File: src/riffle_shuffle_engine_defines.svh
// Assertion macros shared by the riffle shuffle engine RTL.
`ifndef RIFFLE_SHUFFLE_ENGINE_DEFINES_SVH
`define RIFFLE_SHUFFLE_ENGINE_DEFINES_SVH

// Check that cons holds in the same cycle as ante.
`define RSE_ASSERT_IMP(label, ck, rn, ante, cons) \
    label: assert property (@(posedge ck) disable iff (!rn) (ante) |-> (cons)) \
        else $error("riffle shuffle engine: same-cycle check failed");

// Check that cons holds in the cycle after ante.
`define RSE_ASSERT_NEXT(label, ck, rn, ante, cons) \
    label: assert property (@(posedge ck) disable iff (!rn) (ante) |=> (cons)) \
        else $error("riffle shuffle engine: next-cycle check failed");

`endif

File: src/rse_pkg.sv
`default_nettype none

package rse_pkg;

    // Deck and random fraction sizing
    localparam int DECK_SIZE   = 52;
    localparam int RANDOM_BITS = 16;

    // Fixed field widths
    localparam int KIND_W = 2;
    localparam int CARD_W = 6;
    localparam int CUT_W  = 6;
    localparam int POS_W  = 6;
    localparam int RAND_W = 16;
    localparam int SUIT_W = 2;
    localparam int RANK_W = 4;

    // Derived widths
    localparam int ADDR_W = $clog2(DECK_SIZE);
    localparam int CNT_W  = $clog2(DECK_SIZE + 1);

    localparam int SUIT_LEN = 13;

    // Request kinds
    localparam logic [KIND_W-1:0] KIND_CUT  = 2'd0;
    localparam logic [KIND_W-1:0] KIND_DRAW = 2'd1;
    localparam logic [KIND_W-1:0] KIND_READ = 2'd2;

    // Commands from the controller to the datapath
    typedef struct packed {
        logic accept;   // capture the request and launch the deck read
        logic finish;   // read data is back: form the result, commit the draw
    } rse_cmd_t;

    // Suit of a card index: card / 13, low two bits
    function automatic logic [SUIT_W-1:0] card_suit(input logic [CARD_W-1:0] c);
        logic [SUIT_W-1:0] s;
        s = '0;
        priority if (c >= CARD_W'(4 * SUIT_LEN)) s = SUIT_W'(0);
        else if (c >= CARD_W'(3 * SUIT_LEN))     s = SUIT_W'(3);
        else if (c >= CARD_W'(2 * SUIT_LEN))     s = SUIT_W'(2);
        else if (c >= CARD_W'(SUIT_LEN))         s = SUIT_W'(1);
        else                                     s = SUIT_W'(0);
        return s;
    endfunction

    // Rank of a card index: card % 13 + 1
    function automatic logic [RANK_W-1:0] card_rank(input logic [CARD_W-1:0] c);
        logic [CARD_W-1:0] rem;
        rem = c;
        priority if (c >= CARD_W'(4 * SUIT_LEN)) rem = c - CARD_W'(4 * SUIT_LEN);
        else if (c >= CARD_W'(3 * SUIT_LEN))     rem = c - CARD_W'(3 * SUIT_LEN);
        else if (c >= CARD_W'(2 * SUIT_LEN))     rem = c - CARD_W'(2 * SUIT_LEN);
        else if (c >= CARD_W'(SUIT_LEN))         rem = c - CARD_W'(SUIT_LEN);
        else                                     rem = c;
        return RANK_W'(rem) + RANK_W'(1);
    endfunction

endpackage

`default_nettype wire

File: src/rse_ram.sv
`default_nettype none

module rse_ram #(
    parameter int DATA_W = 6,
    parameter int DEPTH  = 52
) (
    input  wire logic                       clk,
    input  wire logic                       we,
    input  wire logic [$clog2(DEPTH)-1:0]   waddr,
    input  wire logic [DATA_W-1:0]          wdata,
    input  wire logic [$clog2(DEPTH)-1:0]   raddr,
    output logic      [DATA_W-1:0]          rdata
);

    logic [DATA_W-1:0] mem [DEPTH];

    // Write port
    always_ff @(posedge clk)
    begin
        if (we)
        begin
            mem[waddr] <= wdata;
        end
    end

    // Registered read port
    always_ff @(posedge clk)
    begin
        rdata <= mem[raddr];
    end

endmodule

`default_nettype wire

File: src/rse_ctrl.sv
`default_nettype none
`include "riffle_shuffle_engine_defines.svh"

module rse_ctrl
    import rse_pkg::*;
(
    input  wire logic clk,
    input  wire logic rst_n,
    input  wire logic in_valid,
    output logic      in_ready,
    output logic      out_valid,
    input  wire logic out_ready,
    output rse_cmd_t  cmd
);

    localparam logic ST_IDLE   = 1'b0;
    localparam logic ST_LOOKUP = 1'b1;

    logic state_reg;
    logic state_next;
    logic out_valid_reg;
    logic out_valid_next;

    // Take a request once the result register is free or being emptied
    assign in_ready   = (state_reg == ST_IDLE) && (!out_valid_reg || out_ready);
    assign cmd.accept = in_valid && in_ready;
    assign cmd.finish = (state_reg == ST_LOOKUP);
    assign out_valid  = out_valid_reg;

    // Advance the sequencer
    always_comb
    begin
        state_next = state_reg;
        unique case (state_reg)
            ST_IDLE:
            begin
                if (cmd.accept)
                begin
                    state_next = ST_LOOKUP;
                end
            end
            ST_LOOKUP:
            begin
                state_next = ST_IDLE;
            end
            default:
            begin
                state_next = ST_IDLE;
            end
        endcase
    end

    // Hold the result until it is taken
    always_comb
    begin
        out_valid_next = out_valid_reg;
        priority if (cmd.finish) out_valid_next = 1'b1;
        else if (out_ready)      out_valid_next = 1'b0;
    end

    always_ff @(posedge clk or negedge rst_n)
    begin
        if (!rst_n)
        begin
            state_reg     <= ST_IDLE;
            out_valid_reg <= 1'b0;
        end
        else
        begin
            state_reg     <= state_next;
            out_valid_reg <= out_valid_next;
        end
    end

    `RSE_ASSERT_NEXT(a_accept_then_finish, clk, rst_n, cmd.accept, cmd.finish && !in_ready)
    `RSE_ASSERT_IMP(a_finish_has_room, clk, rst_n, cmd.finish, !out_valid_reg)

endmodule

`default_nettype wire

File: src/rse_datapath.sv
`default_nettype none
`include "riffle_shuffle_engine_defines.svh"

module rse_datapath
    import rse_pkg::*;
(
    input  wire logic              clk,
    input  wire logic              rst_n,
    input  wire rse_cmd_t          cmd,
    input  wire logic [KIND_W-1:0] kind,
    input  wire logic [CUT_W-1:0]  cut_value,
    input  wire logic [RAND_W-1:0] random_fraction,
    input  wire logic [POS_W-1:0]  position,
    output logic      [CARD_W-1:0] card,
    output logic      [SUIT_W-1:0] suit,
    output logic      [RANK_W-1:0] rank,
    output logic                   took_top,
    output logic                   pass_done,
    output logic                   error
);

    localparam logic [CNT_W-1:0]   DECK_CNT = CNT_W'(DECK_SIZE);
    localparam logic [CUT_W-1:0]   CUT_MAX  = CUT_W'(DECK_SIZE - 1);
    localparam logic [POS_W:0]     POS_LIM  = (POS_W + 1)'(DECK_SIZE);
    localparam int                 PROD_W   = RANDOM_BITS + CNT_W;

    // Pass state
    logic             pass_active_reg, pass_active_next;
    logic [CNT_W-1:0] cut_reg, cut_next;
    logic [CNT_W-1:0] top_taken_reg, top_taken_next;
    logic [CNT_W-1:0] bottom_taken_reg, bottom_taken_next;
    logic             bank_reg, bank_next;
    logic             deck_loaded_reg, deck_loaded_next;

    // Request held between accept and finish
    logic              pend_err_reg;
    logic              pend_show_reg;
    logic              pend_draw_reg;
    logic              pend_top_reg;
    logic              pend_last_reg;
    logic [ADDR_W-1:0] pend_dst_reg;
    logic [ADDR_W-1:0] pend_addr_reg;

    // Result register
    logic [CARD_W-1:0] card_reg;
    logic [SUIT_W-1:0] suit_reg;
    logic [RANK_W-1:0] rank_reg;
    logic              took_top_reg;
    logic              pass_done_reg;
    logic              error_reg;

    // Draw decision
    logic [CNT_W-1:0]       taken_sum;
    logic [CNT_W-1:0]       bottom_size;
    logic [CNT_W-1:0]       top_left;
    logic [CNT_W-1:0]       bot_left;
    logic [CNT_W-1:0]       remaining;
    logic [RANDOM_BITS-1:0] frac;
    logic [PROD_W-1:0]      product;
    logic [PROD_W-1:0]      threshold;
    logic                   take_top;
    logic [CNT_W-1:0]       src_idx;
    logic [CUT_W-1:0]       cut_clamped;
    logic                   pos_ok;

    // Request decode
    logic is_cut_ok, is_draw_ok, is_read_ok, is_err;
    logic [ADDR_W-1:0] rd_addr;

    // Deck banks
    logic              wr_en;
    logic [CARD_W-1:0] rdata0, rdata1;
    logic [CARD_W-1:0] card_sel;

    // Weigh top against bottom by cards left in each half
    assign taken_sum   = top_taken_reg + bottom_taken_reg;
    assign bottom_size = DECK_CNT - cut_reg;
    assign top_left    = (top_taken_reg < cut_reg) ? (cut_reg - top_taken_reg) : '0;
    assign bot_left    = (bottom_taken_reg < bottom_size) ?
                         (bottom_size - bottom_taken_reg) : '0;
    assign remaining   = top_left + bot_left;
    assign frac        = RANDOM_BITS'(random_fraction);
    assign product     = PROD_W'(frac) * PROD_W'(remaining);
    assign threshold   = {top_left, {RANDOM_BITS{1'b0}}};
    assign take_top    = product < threshold;
    assign src_idx     = take_top ? top_taken_reg : (cut_reg + bottom_taken_reg);

    // Clamp the cut point into the deck
    always_comb
    begin
        cut_clamped = cut_value;
        priority if (cut_value == '0)    cut_clamped = CUT_W'(1);
        else if (cut_value > CUT_MAX)    cut_clamped = CUT_MAX;
    end

    assign pos_ok = {1'b0, position} < POS_LIM;

    // Classify the request
    always_comb
    begin
        is_cut_ok  = 1'b0;
        is_draw_ok = 1'b0;
        is_read_ok = 1'b0;
        rd_addr    = '0;
        unique case (kind)
            KIND_CUT:  is_cut_ok  = !pass_active_reg;
            KIND_DRAW:
            begin
                is_draw_ok = pass_active_reg;
                rd_addr    = ADDR_W'(src_idx);
            end
            KIND_READ:
            begin
                is_read_ok = pos_ok;
                if (pos_ok)
                begin
                    rd_addr = ADDR_W'(position);
                end
            end
            default:   is_cut_ok = 1'b0;
        endcase
        is_err = !(is_cut_ok || is_draw_ok || is_read_ok);
    end

    // Update pass state on accept, commit the draw on finish
    always_comb
    begin
        pass_active_next  = pass_active_reg;
        cut_next          = cut_reg;
        top_taken_next    = top_taken_reg;
        bottom_taken_next = bottom_taken_reg;
        bank_next         = bank_reg;
        deck_loaded_next  = deck_loaded_reg;
        if (cmd.accept && is_cut_ok)
        begin
            cut_next          = CNT_W'(cut_clamped);
            top_taken_next    = '0;
            bottom_taken_next = '0;
            pass_active_next  = 1'b1;
        end
        if (cmd.accept && is_draw_ok)
        begin
            if (take_top)
            begin
                top_taken_next = top_taken_reg + CNT_W'(1);
            end
            else
            begin
                bottom_taken_next = bottom_taken_reg + CNT_W'(1);
            end
        end
        if (cmd.finish && pend_draw_reg && pend_last_reg)
        begin
            bank_next        = !bank_reg;
            deck_loaded_next = 1'b1;
            pass_active_next = 1'b0;
        end
    end

    always_ff @(posedge clk or negedge rst_n)
    begin
        if (!rst_n)
        begin
            pass_active_reg  <= 1'b0;
            cut_reg          <= '0;
            top_taken_reg    <= '0;
            bottom_taken_reg <= '0;
            bank_reg         <= 1'b0;
            deck_loaded_reg  <= 1'b0;
        end
        else
        begin
            pass_active_reg  <= pass_active_next;
            cut_reg          <= cut_next;
            top_taken_reg    <= top_taken_next;
            bottom_taken_reg <= bottom_taken_next;
            bank_reg         <= bank_next;
            deck_loaded_reg  <= deck_loaded_next;
        end
    end

    // Capture the request for the lookup cycle
    always_ff @(posedge clk)
    begin
        if (cmd.accept)
        begin
            pend_err_reg  <= is_err;
            pend_show_reg <= is_draw_ok || is_read_ok;
            pend_draw_reg <= is_draw_ok;
            pend_top_reg  <= take_top;
            pend_last_reg <= (taken_sum + CNT_W'(1)) == DECK_CNT;
            pend_dst_reg  <= ADDR_W'(taken_sum);
            pend_addr_reg <= rd_addr;
        end
    end

    // Current deck is bank_reg, the deck being built is the other bank
    assign wr_en = cmd.finish && pend_draw_reg;

    rse_ram #(
        .DATA_W (CARD_W),
        .DEPTH  (DECK_SIZE)
    ) u_bank0 (
        .clk   (clk),
        .we    (wr_en && bank_reg),
        .waddr (pend_dst_reg),
        .wdata (card_sel),
        .raddr (rd_addr),
        .rdata (rdata0)
    );

    rse_ram #(
        .DATA_W (CARD_W),
        .DEPTH  (DECK_SIZE)
    ) u_bank1 (
        .clk   (clk),
        .we    (wr_en && !bank_reg),
        .waddr (pend_dst_reg),
        .wdata (card_sel),
        .raddr (rd_addr),
        .rdata (rdata1)
    );

    // Until the first pass ends the deck is the ordered one
    assign card_sel = !deck_loaded_reg ? CARD_W'(pend_addr_reg) :
                      (bank_reg ? rdata1 : rdata0);

    // Load the result register
    always_ff @(posedge clk)
    begin
        if (cmd.finish)
        begin
            card_reg      <= pend_show_reg ? card_sel : '0;
            suit_reg      <= pend_show_reg ? card_suit(card_sel) : '0;
            rank_reg      <= pend_show_reg ? card_rank(card_sel) : '0;
            took_top_reg  <= pend_draw_reg && pend_top_reg;
            pass_done_reg <= pend_draw_reg && pend_last_reg;
            error_reg     <= pend_err_reg;
        end
    end

    assign card      = card_reg;
    assign suit      = suit_reg;
    assign rank      = rank_reg;
    assign took_top  = took_top_reg;
    assign pass_done = pass_done_reg;
    assign error     = error_reg;

    `RSE_ASSERT_NEXT(a_last_draw_ends_pass, clk, rst_n,
        cmd.finish && pend_draw_reg && pend_last_reg, !pass_active_reg && deck_loaded_reg)
    `RSE_ASSERT_IMP(a_top_within_cut, clk, rst_n, pass_active_reg, top_taken_reg <= cut_reg)
    `RSE_ASSERT_NEXT(a_cut_starts_pass, clk, rst_n, cmd.accept && is_cut_ok,
        pass_active_reg && (taken_sum == '0))

endmodule

`default_nettype wire

File: src/riffle_shuffle_engine.sv
// Riffle shuffle engine: keeps a deck of 52 card indices, ordered 0..51 after
// reset, and runs riffle passes on it. A cut request starts a pass, each of
// the following 52 draw requests moves one card into the new deck (top or
// bottom half chosen from the random fraction), and the last draw swaps the
// new deck in. A read request returns the card at a position. Every request
// gives exactly one result; rejected requests set error with all else zero.
// Each request is accepted, then the registered read of the deck RAM comes
// back in the lookup state, and no new request is taken before then. The
// result sits in an output register and the next request is taken as soon as
// that register is empty or being read out. The deck lives in two RAM banks
// that trade roles at the end of a pass; there is no clearing pass after
// reset, the block is ready as soon as reset is released.
`default_nettype none

module riffle_shuffle_engine
    import rse_pkg::*;
(
    input  wire logic              clk,
    input  wire logic              rst_n,
    input  wire logic              in_valid,
    output logic                   in_ready,
    input  wire logic [KIND_W-1:0] kind,
    input  wire logic [CUT_W-1:0]  cut_value,
    input  wire logic [RAND_W-1:0] random_fraction,
    input  wire logic [POS_W-1:0]  position,
    output logic                   out_valid,
    input  wire logic              out_ready,
    output logic      [CARD_W-1:0] card,
    output logic      [SUIT_W-1:0] suit,
    output logic      [RANK_W-1:0] rank,
    output logic                   took_top,
    output logic                   pass_done,
    output logic                   error
);

    rse_cmd_t cmd;

    // Sequence requests and own the handshakes
    rse_ctrl u_ctrl (
        .clk       (clk),
        .rst_n     (rst_n),
        .in_valid  (in_valid),
        .in_ready  (in_ready),
        .out_valid (out_valid),
        .out_ready (out_ready),
        .cmd       (cmd)
    );

    // Deck banks, pass counters and result register
    rse_datapath u_datapath (
        .clk             (clk),
        .rst_n           (rst_n),
        .cmd             (cmd),
        .kind            (kind),
        .cut_value       (cut_value),
        .random_fraction (random_fraction),
        .position        (position),
        .card            (card),
        .suit            (suit),
        .rank            (rank),
        .took_top        (took_top),
        .pass_done       (pass_done),
        .error           (error)
    );

endmodule

`default_nettype wire

File: config.mk
export PLATFORM = sky130hd
export DESIGN_NAME = riffle_shuffle_engine
export DESIGN_NICKNAME = d
export VERILOG_FILES = /design/src/rse_pkg.sv /design/src/rse_ram.sv /design/src/rse_ctrl.sv /design/src/rse_datapath.sv /design/src/riffle_shuffle_engine.sv
export VERILOG_INCLUDE_DIRS = /design/src /design/src/src
export SDC_FILE = /design/constraint.sdc
export NUM_CORES = 1
export LEC_CHECK = 0
export ABC_CLOCK_PERIOD_IN_PS = 9910
export BUFFER_PORTS_ARGS = -buffer_cell sky130_fd_sc_hd__buf_2
export CORE_ASPECT_RATIO = 1.4
export CORE_MARGIN = 2
export CORE_UTILIZATION = 40
export DETAILED_ROUTE_END_ITERATION = 8
export PLACE_DENSITY = 0.54
export SLEW_MARGIN = 20
export SYNTH_ARGS = -nofsm -noshare
export SYNTH_HDL_FRONTEND = slang
export SYNTH_SLANG_ARGS = --single-unit
File: constraint.sdc
create_clock -name clk -period 9.91 [get_ports clk]
set_clock_uncertainty 0.2 [all_clocks]
set_input_delay 0.4955 -clock clk [delete_from_list [all_inputs] [get_ports clk]]
set_output_delay 0.4955 -clock clk [all_outputs]
set_load 0.01 [all_outputs]
==> metrics.md <==
| Metric | Value |
|---|---|
| Area fraction of the dominant cell type after synthesis | 0.608 |
| Vias/cell | 5.60 |
| GR Util All Layers | 0.232 |
| Top FF cell, synth | edfxtp_1 |
| Finished Layout Cells | 4022 |
| Arrival @ worst endpoint | 10680 ps |
| Clock Sinks | 691 |
| Mapped cell area | 32400 µm² |
| Slew Limit Fails | 0 |
| Area Overhead vs Synth | 21.6% |
| Post-DR wirelength/cell | 24.1 µm |
| CP max stage delay | 530 ps |
| Synth Register Bits | 691 |
| Crit path kind | reg -> reg |
| Initial antenna violation count | 1 |
| Global-route wire length before repair | 144 mm |
| CP bufs+invs | 11 |
| Worst-margin pin slew | 1110 ps |
| Share of async-settable or async-resettable flops after synthesis | 0.0333 |
| Die Ht | 341 µm |
| CTS Root Cell | clkbuf_16 |
| Relative slew slack | 0.263 |
| Tightest Hold Check Type | in -> reg |
| CP Launch Type | flip-flop |
| Average size of a mapped cell | 12.4 µm² |
| HP Start | cut_value[0] |
| Pin count of the biggest net entering global routing | 82 |
| Sequential share of the synthesized area | 0.633 |
| Worst-path maximum fanout | 8 |
| Crit path max-delay cell type | fa_2 |
| R2R Setup Slk | -470 ps |
| Reg2Reg Depth | 57 |
| Clk pin slew, worst setup/hold paths | 60 ps |
| Hold Path Sink | u_datapath.cut_reg[0]$_DFFE_PN0P_ |
| Max-Cap Viols | 0 |
| CTS Buf Count | 69 |
| Vias in the first global route | 23000 |
| Biggest regs | u_datapath.u_bank0.mem x312, u_datapath.u_bank1.mem x312 |
| Failing checks | negative setup slack |
| Tmin final | 10380 ps |
| Vias | 22500 |
| CP endpoint kind | flip-flop |
| IO Count | 51 |
| Max Fclk | 96.3 MHz |
| Reg-to-reg critical path endpoint | u_datapath.u_bank0.rdata[4]$_DFF_P_ |
| TritonCTS clock tree | done |
| Most common cell after layout, fill and taps aside | edfxtp_1 |
| Die area | 83400 µm² |
| DRC violation count after routing | 0 |
| Final Hold Viols | 0 |
| Most frequent cells in the layout | edfxtp_1, nand2_1, buf_4 |
| CP startpoint | u_datapath.cut_reg[1]$_DFFE_PN0P_ |
| Setup WS post-layout | -471 ps |
| Post-synth net total | 2778 |
| Area contributors post-synth | edfxtp_1, nand2_1, fa_1 |
| CTS Buffer Depth | 3 |
| Drt total wl | 97.0 mm |
| Clock latency at the later pin of the worst-skew pair | 630 ps |
| RSZ-0062 raised after global routing | yes |
| Setup TNS | -4810 ps |
| Cell taking the most area after synthesis | edfxtp_1 |
| Row Count | 123 |
| Delay-heaviest family, CP | compound AO/OA/AOI/OAI gates |
| Worst EP required | 10210 ps |
| Grt ovf | 0 |
| Routability cong. | 0.917 |
| Post-DP HPWL | 63.1 mm |
| Fillers | 7105 |
| Effective utilization at floorplan | 0.404 |
| First-pass DRT Iterations | 5 |
| Status | complete, but fails checks |
| Placed Instances | 3840 |
| Hold path depth | 5 |
| Nets | 3077 |
| Die width | 245 µm |
| ANT nets after route | 0 |
| Core area | 80300 µm² |
| Post-synth EDFFs | 656 |
| Htree depth | 3 |
| CP most frequent cell | o21ai_2 |
| Netlist cell types | 76 |
| Synth warn | 0 |
| 1st-iter DRT viols | 1669 |
| Final-report setup violation count | 12 |
| PortBufs | 50 |
| Cells after Synth | 2606 |
| Final period util | 1.05 |
| FF-to-FF Start | u_datapath.cut_reg[1]$_DFFE_PN0P_ |
| Layout cells sized above 1 | 0.203 |
| Post-Place Worst Slack | -1220 ps |
## final cells by class
class	count	area, µm²	share of cell area
Tap cell	1062	1330	0.0337
Inverter	142	556	0.0141
Sequential cell	691	20500	0.520
Clock buffer	98	1920	0.0487
Timing Repair Buffer	377	3510	0.0890
Antenna cell	1	2.50	0.0000635
Multi-Input combinational cell	1624	11300	0.286
Clock inverter	27	313	0.00793
## layer usage
| metal | global-route usage | part of all wire | routed length (µm) |
|---|---|---|---|
| met1 | 0.266 | 0.37 | 36000 |
| met2 | 0.419 | 0.51 | 49900 |
| met3 | 0.0307 | 0.055 | 5300 |
| met4 | 0.125 | 0.059 | 5710 |
| met5 | 0 | 0 | 0 |
## synth_stat cells (12+ instances only)
cell,instances
mux2i_1,19
clkbuf_1,94
edfxtp_1,656
a22oi_1,12
inv_1,140
o2111ai_1,14
nand2_1,352
o21ai_0,116
o211ai_1,31
o22ai_1,23
a211oi_1,55
o221ai_1,25
a21oi_1,48
xor2_1,14
a21o_1,24
nand3b_1,69
nor3b_1,24
nand3_1,39
a311o_1,15
ha_1,77
and2_1,74
dfxtp_1,12
and3_1,66
a31oi_1,71
xnor2_1,25
buf_2,36
fa_1,61
nor2_1,205
nor3_1,25
o21a_1,16
dfrtp_1,23
## worst reg2reg max path: cells and delay by family (launching register included)
family	cells	cell delay, ps
buffers and inverters	11	1390
xor gates and xnor gates	4	580
AOI/OAI and AO/OA	22	3460
DFF	1	370
and+or+nand+nor	11	1510
muxes	1	110
adders and majority gates	8	2660
## per-stage QoR
stage / util / hold WS [ps] / instance area, µm²
2_1_floorplan: - / -0.0910 / 32400
3_3_place_gp: 0.445 / 203 / 35700
3_5_place_dp: 0.445 / 207 / 35700
4_1_cts: 0.486 / 2.50 / 39100
5_1_grt: 0.491 / 68.8 / 39400
6_report: 0.491 / 19.3 / 39400
## worst max-delay path by stage
stage                                     endpoint  slack (ps)  depth (start not counted)
2_1_floorplan  u_datapath.u_bank1.rdata[0]$_DFF_P_          20                         53
5_1_grt        u_datapath.u_bank1.rdata[4]$_DFF_P_        -960                         56
6_report       u_datapath.u_bank0.rdata[4]$_DFF_P_        -470                         57
3_3_place_gp   u_datapath.u_bank0.rdata[5]$_DFF_P_       -1290                         56
3_5_place_dp   u_datapath.u_bank0.rdata[5]$_DFF_P_       -1220                         52
4_1_cts        u_datapath.u_bank0.rdata[4]$_DFF_P_        -530                         57
## logic make-up (layout without fill, tap and decap cells)
family,after synthesis,in the layout,synth area share
xor gates and xnor gates,39,39,0.0105
and+or+nand+nor,908,910,0.135
muxes,20,20,0.00621
buffers and inverters,293,644,0.0379
other,0,1,0
AOI/OAI and AO/OA,517,517,0.111
DFF,691,691,0.633
adders and majority gates,138,138,0.0674
## timing repair
action,CTS,global route
resized for setup,145,61
cloned,12,3
endpoints found under the hold margin,30,0
pin swaps,62,54
hold buffers,8,0
endpoints found under the setup margin,25,28
setup buffers,21,16
Power is not shown: default switching activity piles up to over one toggle a cycle in this logic, so the estimate is an artifact.
